## src/design/pett_pkg.sv

```systemverilog
// package for the periodic event timer table
// holds sizes, request and status codes, slot layout and memory request types
// no dependencies
`timescale 1ns / 1ps
`default_nettype none

package pett_pkg;

    localparam int ENTRIES     = 8;
    localparam int MAX_RESULTS = 8;
    localparam int IDX_W       = (ENTRIES > 1) ? $clog2(ENTRIES) : 1;
    localparam int CNT_W       = $clog2(ENTRIES + 1);
    localparam int FCNT_W      = $clog2(MAX_RESULTS + 1);

    localparam int KIND_W   = 2;
    localparam int TYPE_W   = 8;
    localparam int TIME_W   = 32;
    localparam int STATUS_W = 3;

    localparam logic [KIND_W-1:0] K_TICK   = 2'd0;
    localparam logic [KIND_W-1:0] K_ADD    = 2'd1;
    localparam logic [KIND_W-1:0] K_REMOVE = 2'd2;
    localparam logic [KIND_W-1:0] K_NONE   = 2'd3;

    localparam logic [STATUS_W-1:0] ST_FIRED    = 3'd0;
    localparam logic [STATUS_W-1:0] ST_UPDATED  = 3'd1;
    localparam logic [STATUS_W-1:0] ST_INSERTED = 3'd2;
    localparam logic [STATUS_W-1:0] ST_FULL     = 3'd3;
    localparam logic [STATUS_W-1:0] ST_REJECTED = 3'd4;
    localparam logic [STATUS_W-1:0] ST_REMOVED  = 3'd5;
    localparam logic [STATUS_W-1:0] ST_NOTFOUND = 3'd6;

    typedef struct packed {
        logic [TYPE_W-1:0] slot_type;
        logic [TIME_W-1:0] period;
        logic [TIME_W-1:0] stamp;
    } t_slot;

    localparam int SLOT_W = $bits(t_slot);

    typedef struct packed {
        logic             re;
        logic [IDX_W-1:0] raddr;
        logic             we;
        logic [IDX_W-1:0] waddr;
        t_slot            wdata;
    } t_mem_req;

    typedef struct packed {
        logic                vld;
        logic [TYPE_W-1:0]   fired_type;
        logic [STATUS_W-1:0] status;
        logic                last;
    } t_evt;

endpackage

`default_nettype wire

```

## src/design/pett_ram.sv

```systemverilog
// generic simple dual port ram, one write and one registered read port
// no dependencies
`timescale 1ns / 1ps
`default_nettype none

module pett_ram #(
    parameter int WIDTH = 8,
    parameter int DEPTH = 8,
    localparam int AW = (DEPTH > 1) ? $clog2(DEPTH) : 1
) (
    input  wire logic             i_clk,
    input  wire logic             i_we,
    input  wire logic [AW-1:0]    i_waddr,
    input  wire logic [WIDTH-1:0] i_wdata,
    input  wire logic             i_re,
    input  wire logic [AW-1:0]    i_raddr,
    output logic      [WIDTH-1:0] o_rdata
);

    logic [WIDTH-1:0] r_mem [DEPTH];
    logic [WIDTH-1:0] r_rdata;

    always_ff @(posedge i_clk) begin
        if (i_we) begin
            r_mem[i_waddr] <= i_wdata;
        end
        if (i_re) begin
            r_rdata <= r_mem[i_raddr];
        end
    end

    assign o_rdata = r_rdata;

endmodule

`default_nettype wire

```

## src/design/pett_ctrl.sv

```systemverilog
// scan sequencer for the timer table: slot valid bits, read-modify-write of slot ram
// depends on pett_pkg
`timescale 1ns / 1ps
`default_nettype none

module pett_ctrl (
    input  wire logic                             i_clk,
    input  wire logic                             i_rst_n,
    input  wire logic                             i_start,
    output logic                                  o_busy,
    input  wire logic [pett_pkg::KIND_W-1:0]      i_kind,
    input  wire logic [pett_pkg::TYPE_W-1:0]      i_type_code,
    input  wire logic [pett_pkg::TIME_W-1:0]      i_period,
    input  wire logic [pett_pkg::TIME_W-1:0]      i_now,
    output pett_pkg::t_mem_req                    o_mem,
    input  wire logic [pett_pkg::SLOT_W-1:0]      i_rd_data,
    output pett_pkg::t_evt                        o_evt
);

    import pett_pkg::*;

    localparam logic [1:0] S_IDLE = 2'd0;
    localparam logic [1:0] S_SCAN = 2'd1;
    localparam logic [1:0] S_FIN  = 2'd2;

    logic [1:0]         r_state, n_state;
    logic [ENTRIES-1:0] r_valid, n_valid;
    logic               r_chk_vld, n_chk_vld;
    logic               r_pend_vld, n_pend_vld;

    logic [KIND_W-1:0]  r_kind, n_kind;
    logic [TYPE_W-1:0]  r_type, n_type;
    logic [TIME_W-1:0]  r_period, n_period;
    logic [TIME_W-1:0]  r_now, n_now;
    logic [CNT_W-1:0]   r_rd_idx, n_rd_idx;
    logic [IDX_W-1:0]   r_chk_idx, n_chk_idx;
    logic               r_found, n_found;
    logic [IDX_W-1:0]   r_found_idx, n_found_idx;
    logic               r_empty_found, n_empty_found;
    logic [IDX_W-1:0]   r_empty_idx, n_empty_idx;
    logic [FCNT_W-1:0]  r_nfire, n_nfire;
    logic [TYPE_W-1:0]  r_pend_type, n_pend_type;

    t_slot              rd_slot;
    logic [TIME_W-1:0]  elapsed;
    t_mem_req           mem;
    t_evt               evt;

    assign rd_slot = t_slot'(i_rd_data);
    assign elapsed = r_now - rd_slot.stamp;

    always_comb begin
        n_state       = r_state;
        n_valid       = r_valid;
        n_chk_vld     = r_chk_vld;
        n_pend_vld    = r_pend_vld;
        n_kind        = r_kind;
        n_type        = r_type;
        n_period      = r_period;
        n_now         = r_now;
        n_rd_idx      = r_rd_idx;
        n_chk_idx     = r_chk_idx;
        n_found       = r_found;
        n_found_idx   = r_found_idx;
        n_empty_found = r_empty_found;
        n_empty_idx   = r_empty_idx;
        n_nfire       = r_nfire;
        n_pend_type   = r_pend_type;
        mem           = '0;
        evt           = '0;

        unique case (r_state)
            S_IDLE: begin
                if (i_start && (i_kind != K_NONE)) begin
                    n_kind        = i_kind;
                    n_type        = i_type_code;
                    n_period      = i_period;
                    n_now         = i_now;
                    n_rd_idx      = '0;
                    n_chk_vld     = 1'b0;
                    n_found       = 1'b0;
                    n_empty_found = 1'b0;
                    n_nfire       = '0;
                    n_pend_vld    = 1'b0;
                    n_state       = S_SCAN;
                end
            end
            S_SCAN: begin
                // issue the next slot read
                if (r_rd_idx != CNT_W'(ENTRIES)) begin
                    mem.re    = 1'b1;
                    mem.raddr = r_rd_idx[IDX_W-1:0];
                    n_rd_idx  = r_rd_idx + 1'b1;
                    n_chk_vld = 1'b1;
                    n_chk_idx = r_rd_idx[IDX_W-1:0];
                end else begin
                    n_chk_vld = 1'b0;
                    n_state   = S_FIN;
                end
                // check the slot read last cycle
                if (r_chk_vld) begin
                    if (r_kind == K_TICK) begin
                        if (r_valid[r_chk_idx] && (elapsed >= rd_slot.period)
                            && (r_nfire != FCNT_W'(MAX_RESULTS))) begin
                            mem.we              = 1'b1;
                            mem.waddr           = r_chk_idx;
                            mem.wdata.slot_type = rd_slot.slot_type;
                            mem.wdata.period    = rd_slot.period;
                            mem.wdata.stamp     = r_now;
                            n_nfire             = r_nfire + 1'b1;
                            // previous fire is now known not to be the last one
                            if (r_pend_vld) begin
                                evt.vld        = 1'b1;
                                evt.fired_type = r_pend_type;
                                evt.status     = ST_FIRED;
                                evt.last       = 1'b0;
                            end
                            n_pend_vld  = 1'b1;
                            n_pend_type = rd_slot.slot_type;
                        end
                    end else begin
                        if (r_valid[r_chk_idx] && (rd_slot.slot_type == r_type) && !r_found) begin
                            n_found     = 1'b1;
                            n_found_idx = r_chk_idx;
                        end
                        if (!r_valid[r_chk_idx] && !r_empty_found) begin
                            n_empty_found = 1'b1;
                            n_empty_idx   = r_chk_idx;
                        end
                    end
                end
            end
            S_FIN: begin
                n_state = S_IDLE;
                if (r_kind == K_TICK) begin
                    if (r_pend_vld) begin
                        evt.vld        = 1'b1;
                        evt.fired_type = r_pend_type;
                        evt.status     = ST_FIRED;
                        evt.last       = 1'b1;
                    end
                    n_pend_vld = 1'b0;
                end else begin
                    evt.vld        = 1'b1;
                    evt.fired_type = r_type;
                    evt.last       = 1'b1;
                    mem.wdata.slot_type = r_type;
                    mem.wdata.period    = r_period;
                    mem.wdata.stamp     = r_now;
                    if (r_kind == K_ADD) begin
                        if ((r_type == '0) || (r_period == '0)) begin
                            evt.status = ST_REJECTED;
                        end else if (r_found) begin
                            mem.we     = 1'b1;
                            mem.waddr  = r_found_idx;
                            evt.status = ST_UPDATED;
                        end else if (r_empty_found) begin
                            mem.we               = 1'b1;
                            mem.waddr            = r_empty_idx;
                            n_valid[r_empty_idx] = 1'b1;
                            evt.status           = ST_INSERTED;
                        end else begin
                            evt.status = ST_FULL;
                        end
                    end else begin
                        if (r_type == '0) begin
                            evt.status = ST_REJECTED;
                        end else if (r_found) begin
                            n_valid[r_found_idx] = 1'b0;
                            evt.status           = ST_REMOVED;
                        end else begin
                            evt.status = ST_NOTFOUND;
                        end
                    end
                end
            end
            default: begin
                n_state = S_IDLE;
            end
        endcase
    end

    always_ff @(posedge i_clk) begin
        if (!i_rst_n) begin
            r_state    <= S_IDLE;
            r_valid    <= '0;
            r_chk_vld  <= 1'b0;
            r_pend_vld <= 1'b0;
        end else begin
            r_state    <= n_state;
            r_valid    <= n_valid;
            r_chk_vld  <= n_chk_vld;
            r_pend_vld <= n_pend_vld;
        end
    end

    always_ff @(posedge i_clk) begin
        r_kind        <= n_kind;
        r_type        <= n_type;
        r_period      <= n_period;
        r_now         <= n_now;
        r_rd_idx      <= n_rd_idx;
        r_chk_idx     <= n_chk_idx;
        r_found       <= n_found;
        r_found_idx   <= n_found_idx;
        r_empty_found <= n_empty_found;
        r_empty_idx   <= n_empty_idx;
        r_nfire       <= n_nfire;
        r_pend_type   <= n_pend_type;
    end

    assign o_busy = (r_state != S_IDLE);
    assign o_mem  = mem;
    assign o_evt  = evt;

endmodule

`default_nettype wire

```

## src/design/periodic_event_timer_table_top.sv

```systemverilog
// top level of the periodic event timer table: slot ram, scan sequencer, result register
// depends on pett_pkg, pett_ram, pett_ctrl
//
//  channel  | handshake            | ports
//  ---------+----------------------+--------------------------------------------
//  request  | start high, busy low | i_kind, i_type_code, i_period, i_now
//  result   | o_strobe, one cycle  | o_fired_type, o_status, o_last
//
// every tick, add or remove keeps busy high through a scan of all ENTRIES slots: one slot ram read
// per cycle, then the check of the last registered read, then the final write and status
// fire results of a tick come out during the scan, each held until the next fire is known;
// the last one, and every status result, strobes in the first cycle with busy low
// a request with kind 3 is taken and gives nothing; the receiver cannot stall
// reset is synchronous and clears all slots through their valid bits at once
`timescale 1ns / 1ps
`default_nettype none

module periodic_event_timer_table_top (
    input  wire logic                             i_clk,
    input  wire logic                             i_rst_n,
    input  wire logic                             start,
    output logic                                  busy,
    input  wire logic [pett_pkg::KIND_W-1:0]      i_kind,
    input  wire logic [pett_pkg::TYPE_W-1:0]      i_type_code,
    input  wire logic [pett_pkg::TIME_W-1:0]      i_period,
    input  wire logic [pett_pkg::TIME_W-1:0]      i_now,
    output logic                                  o_strobe,
    output logic      [pett_pkg::TYPE_W-1:0]      o_fired_type,
    output logic      [pett_pkg::STATUS_W-1:0]    o_status,
    output logic                                  o_last
);

    import pett_pkg::*;

    t_mem_req            mem;
    logic [SLOT_W-1:0]   rd_data;
    t_evt                evt;

    logic                r_strobe;
    logic [TYPE_W-1:0]   r_fired_type;
    logic [STATUS_W-1:0] r_status;
    logic                r_last;

    pett_ram #(
        .WIDTH (SLOT_W),
        .DEPTH (ENTRIES)
    ) u_slot_ram (
        .i_clk   (i_clk),
        .i_we    (mem.we),
        .i_waddr (mem.waddr),
        .i_wdata (mem.wdata),
        .i_re    (mem.re),
        .i_raddr (mem.raddr),
        .o_rdata (rd_data)
    );

    pett_ctrl u_ctrl (
        .i_clk       (i_clk),
        .i_rst_n     (i_rst_n),
        .i_start     (start),
        .o_busy      (busy),
        .i_kind      (i_kind),
        .i_type_code (i_type_code),
        .i_period    (i_period),
        .i_now       (i_now),
        .o_mem       (mem),
        .i_rd_data   (rd_data),
        .o_evt       (evt)
    );

    always_ff @(posedge i_clk) begin
        if (!i_rst_n) begin
            r_strobe <= 1'b0;
        end else begin
            r_strobe <= evt.vld;
        end
    end

    always_ff @(posedge i_clk) begin
        if (evt.vld) begin
            r_fired_type <= evt.fired_type;
            r_status     <= evt.status;
            r_last       <= evt.last;
        end
    end

    assign o_strobe     = r_strobe;
    assign o_fired_type = r_fired_type;
    assign o_status     = r_status;
    assign o_last       = r_last;

endmodule

`default_nettype wire

```

## config.mk

```make
export PLATFORM = sky130hd
export DESIGN_NAME = periodic_event_timer_table_top
export DESIGN_NICKNAME = d
export VERILOG_FILES = /design/src/design/pett_pkg.sv /design/src/design/pett_ram.sv /design/src/design/pett_ctrl.sv /design/src/design/periodic_event_timer_table_top.sv
export SDC_FILE = /design/constraint.sdc
export NUM_CORES = 1
export LEC_CHECK = 0
export ABC_AREA = 1
export BUFFER_PORTS_ARGS = -buffer_cell sky130_fd_sc_hd__buf_2
export CORE_AREA = 4 4 284 286
export DETAILED_ROUTE_END_ITERATION = 8
export DIE_AREA = 0 0 288 290
export PLACE_DENSITY = 0.62
export REMOVE_ABC_BUFFERS = 1
export SLEW_MARGIN = 20
export SYNTH_ARGS = -nofsm -noshare
export SYNTH_HDL_FRONTEND = slang
export SYNTH_SLANG_ARGS = --single-unit
```

## constraint.sdc

```tcl
create_clock -name i_clk -period 8.49 [get_ports i_clk]
set_clock_uncertainty 0.1 [all_clocks]
set_input_delay 0.4245 -clock i_clk [delete_from_list [all_inputs] [get_ports i_clk]]
set_output_delay 0.4245 -clock i_clk [all_outputs]
set_load 0.005 [all_outputs]
```

==> impl_results.md <==
- Status: finished, final reports clean
- Simple-gate share of the synthesized area: ~8.4%
- Postcts setup bufs: 0
- Die span in x: about 290 um
- Comb pwr share: between 8 and 9%
- Clk pwr share: around two fifths
- Crit path arrival time: between 6 and 7 ns
- Actual slew at the worst max-slew pin: 1.23 ns
- Largest family of logic cells by synthesized area: compound AO/OA/AOI/OAI gates
- Post-synthesis xor/xnor area fraction: less than 1%
- Post-DP HPWL: roughly 44 mm
- Via Count: about 21000
- Worst min-delay path category: primary input to flop
- Drt first pass iters: 5
- Number of synthesized flops with an enable pin: 761
- Dominant cells by area after synthesis: edfxtp_1, nand2_1, a21oi_1, nor2_1, ha_1
- Post-Place Cells: ~3500
- Vias per inst: 5.51
- Fin. Hold Viols: 0
- Gr ovfl total: 0
- Non-filler cells, final: between 3000 and 4000
- DRC: 0
- Compound-Gate Fraction of Synth Area: around an eighth
- CTS tree: yes
- # hold bufs at CTS: 75
- Post-Place Cell Area: about 34000 um2
- Top Ports: around 90
- Layout fillers: slightly below 7000
- Design Area, Final: around 37000 um2
- Net Sw Frac: a little under a quarter
- Final setup fails: 0
- GR Util All Layers: between 10% and 20%
- Die H: approximately 290 um
- Mapped cell area: 32500 um2
- Startpoint types: flop
- Nets: roughly 2800
- Drt initial violations: around 1600
- Post-Syn Instances: roughly 2500
- WL/cell: slightly above 20 um
- PortBufs: 90
- Sink Count: ~770
- Asr flop ratio synth: 0%
- Clock Latency Late Sink: between 0.6 and 0.7 ns
- Worst VDD drop: around 0.14 mV
- Pin count of the biggest net entering global routing: 217
- Post-synth top cells: edfxtp_1, nand2_1, nor2_1, a21oi_1, inv_1
- RSZ-0062 raised after global routing: false
- Clock-pin slew on the worst setup and hold paths: 0.06 ns
- Final Cycle Share: ~75%
- Antenna violations before repair: 0
- Net Sw Power: 1860 uW
- Area Growth Syn to Fin: 14.9%
- Sequential share of power: roughly half
- Pint: ~6400 uW
- Cts repair resizes: 0
- Seq. cell area: ~23000 um2
- Ant diodes: 0
- Total power draw: about 8300 uW
- PwrDens: between 200 and 250 nW/um2
- H-tree levels: 3
- Core Area: 78400 um2
- Max Freq: 0.157 GHz
- Post-synthesis mux area share: 0%
- Synth unique cells: 46
- Most common cell in the netlist: edfxtp_1
- Leakage: roughly 0.015 uW
- First-pass GRT wire length: between 100 and 150 mm
- Yosys reg bits: 774
- Sequential-to-total area share from yosys stat: between 70% and 80%
- FP Rows: around 100
- Mean Syn Cell Area: between 10 and 15 um2
- CP required: around 8.6 ns
- Clock buffer count from CTS: 81
- Critical path's slowest cell: buf_4
- Post-Route WL: 77.4 mm
- Area of the multi-input gates: around 8100 um2
- CP max FO: 38
- Post-synthesis adder-cell area fraction: roughly 2.8%
- Starting Density: approximately two fifths
- Final Max Slew Viols: 0
- Die ar.: approximately 84000 um2
- Synthesis Warnings: 0
- GP Congestion: ~0.9
- Post-DRT Antenna Nets: 0
- Crit end category: flop
- Ys flop type: edfxtp_1
- CTS Root Cell: clkbuf_16
- Final min period: 6.38 ns
- Vias in the first global route: approximately 21000
- Yosys top cell area share: 70.2%
- Crit Path Category: flop to flop
- Yosys top cell by area: edfxtp_1
- Clock Path Buffers: 3
- Top cell by count, worst path: nand2_1
- Max-Cap Viols: 0
- Max stage delay on crit path: ~0.66 ns
- Share of layout cells above drive strength 1: a little over a tenth
- Max transition margin: a little under a fifth
[worst max-delay path: cells and delay by family (launching register included)]
family          cells  cell delay [ns]
buf+inv             4             1.34
flops               1             0.36
simple gates       19             2.57
compound gates      3             0.76
fa+ha+maj           3             0.81
[registers in the layout (all words and copies together), names as in the netlist, 2 cells and up]
name and count:
u_slot_ram.r_mem 576, u_slot_ram.o_rdata 72, u_ctrl.r_now 32, u_ctrl.r_period 32, o_fired_type 8, u_ctrl.r_pend_type 8
u_ctrl.r_type 8, u_ctrl.r_valid 8, u_ctrl.r_nfire 4, u_ctrl.r_rd_idx 4, o_status 3, u_ctrl.r_chk_idx 3
u_ctrl.r_empty_idx 3, u_ctrl.r_found_idx 3, u_ctrl.r_kind 2, u_ctrl.r_state 2
[kinds of logic (layout without fill, tap and decap cells)]
group	after synthesis	count (layout)
xor+xnor	35	35
compound gates	557	557
flops	774	774
fa+ha+maj	72	72
simple gates	682	682
buf+inv	340	558
[cell usage in the layout, fill, tap and decap left out, drive strengths merged, types with 2 or more instances in the layout]
master / n
nand2: 362
o22ai: 46
nand4: 18
clkbuf: 102
o311a: 72
nor3: 9
ha: 71
o221ai: 72
a21oi: 221
clkinv: 37
inv: 221
a32o: 72
nor2: 259
xor2: 20
o31ai: 4
a2111oi: 2
buf: 117
edfxtp: 761
dlygate4sd3: 75
o21ai: 48
o21bai: 4
o21a: 4
xnor2: 15
dfxtp: 13
nor4: 4
clkinvlp: 2
bufinv: 4
o211ai: 5
a221oi: 2
a21boi: 2
a21o: 2
nand3: 27
[power by group through the flow]
stage	Clock, uW	Sequential (uW)	Combinational, uW
6_report	3320	4250	677
5_1_grt	3570	4260	759
3_3_place_gp	0	4330	631
2_1_floorplan	0	4340	454
4_1_cts	3410	4250	679
3_5_place_dp	0	4330	649
[cell type report]
cell class,instances,area share (%)
sequential,774,61.8
multi-input combinational,1346,21.8
clock buffer,102,5.80
timing repair buffer,192,4.00
tap,1050,3.52
inverter,220,2.24
clock inverter,44,0.857
[final timing paths]
kind	start	end	slack (ns)	depth (start not counted)
min	start	u_ctrl.r_chk_vld	0.32	5
max	u_ctrl.r_now[0]	u_slot_ram.r_mem[3][0]	2.11	29
max reg2reg	u_ctrl.r_now[0]	u_slot_ram.r_mem[3][0]	2.11	29
min reg2reg	u_slot_ram.o_rdata[70]	u_ctrl.r_pend_type[6]	0.37	0
[per-stage QoR]
step | hold slack, ns | setup TNS, ns | util, % | setup slack [ns]
after floorplan | 0.326 | -152.41 | - | -2.12
after global routing | 0.341 | 0 | 47.7 | 1.54
after global placement | 0.344 | 0 | 43.5 | 2.36
after CTS | 0.262 | 0 | 47.7 | 2.12
after detailed placement | 0.346 | 0 | 43.6 | 2.18
final | 0.320 | 0 | 47.7 | 2.11
[layer usage]
metal,global-route usage (%),vias to the layer above,routed length (um)
met4,5.99,0,1960
met1,25.1,10300,33700
met5,0,-,0
met2,30.1,677,37200
met3,2.40,114,4500
li1,-,9453,-
Power figures use the tool's default switching activity.
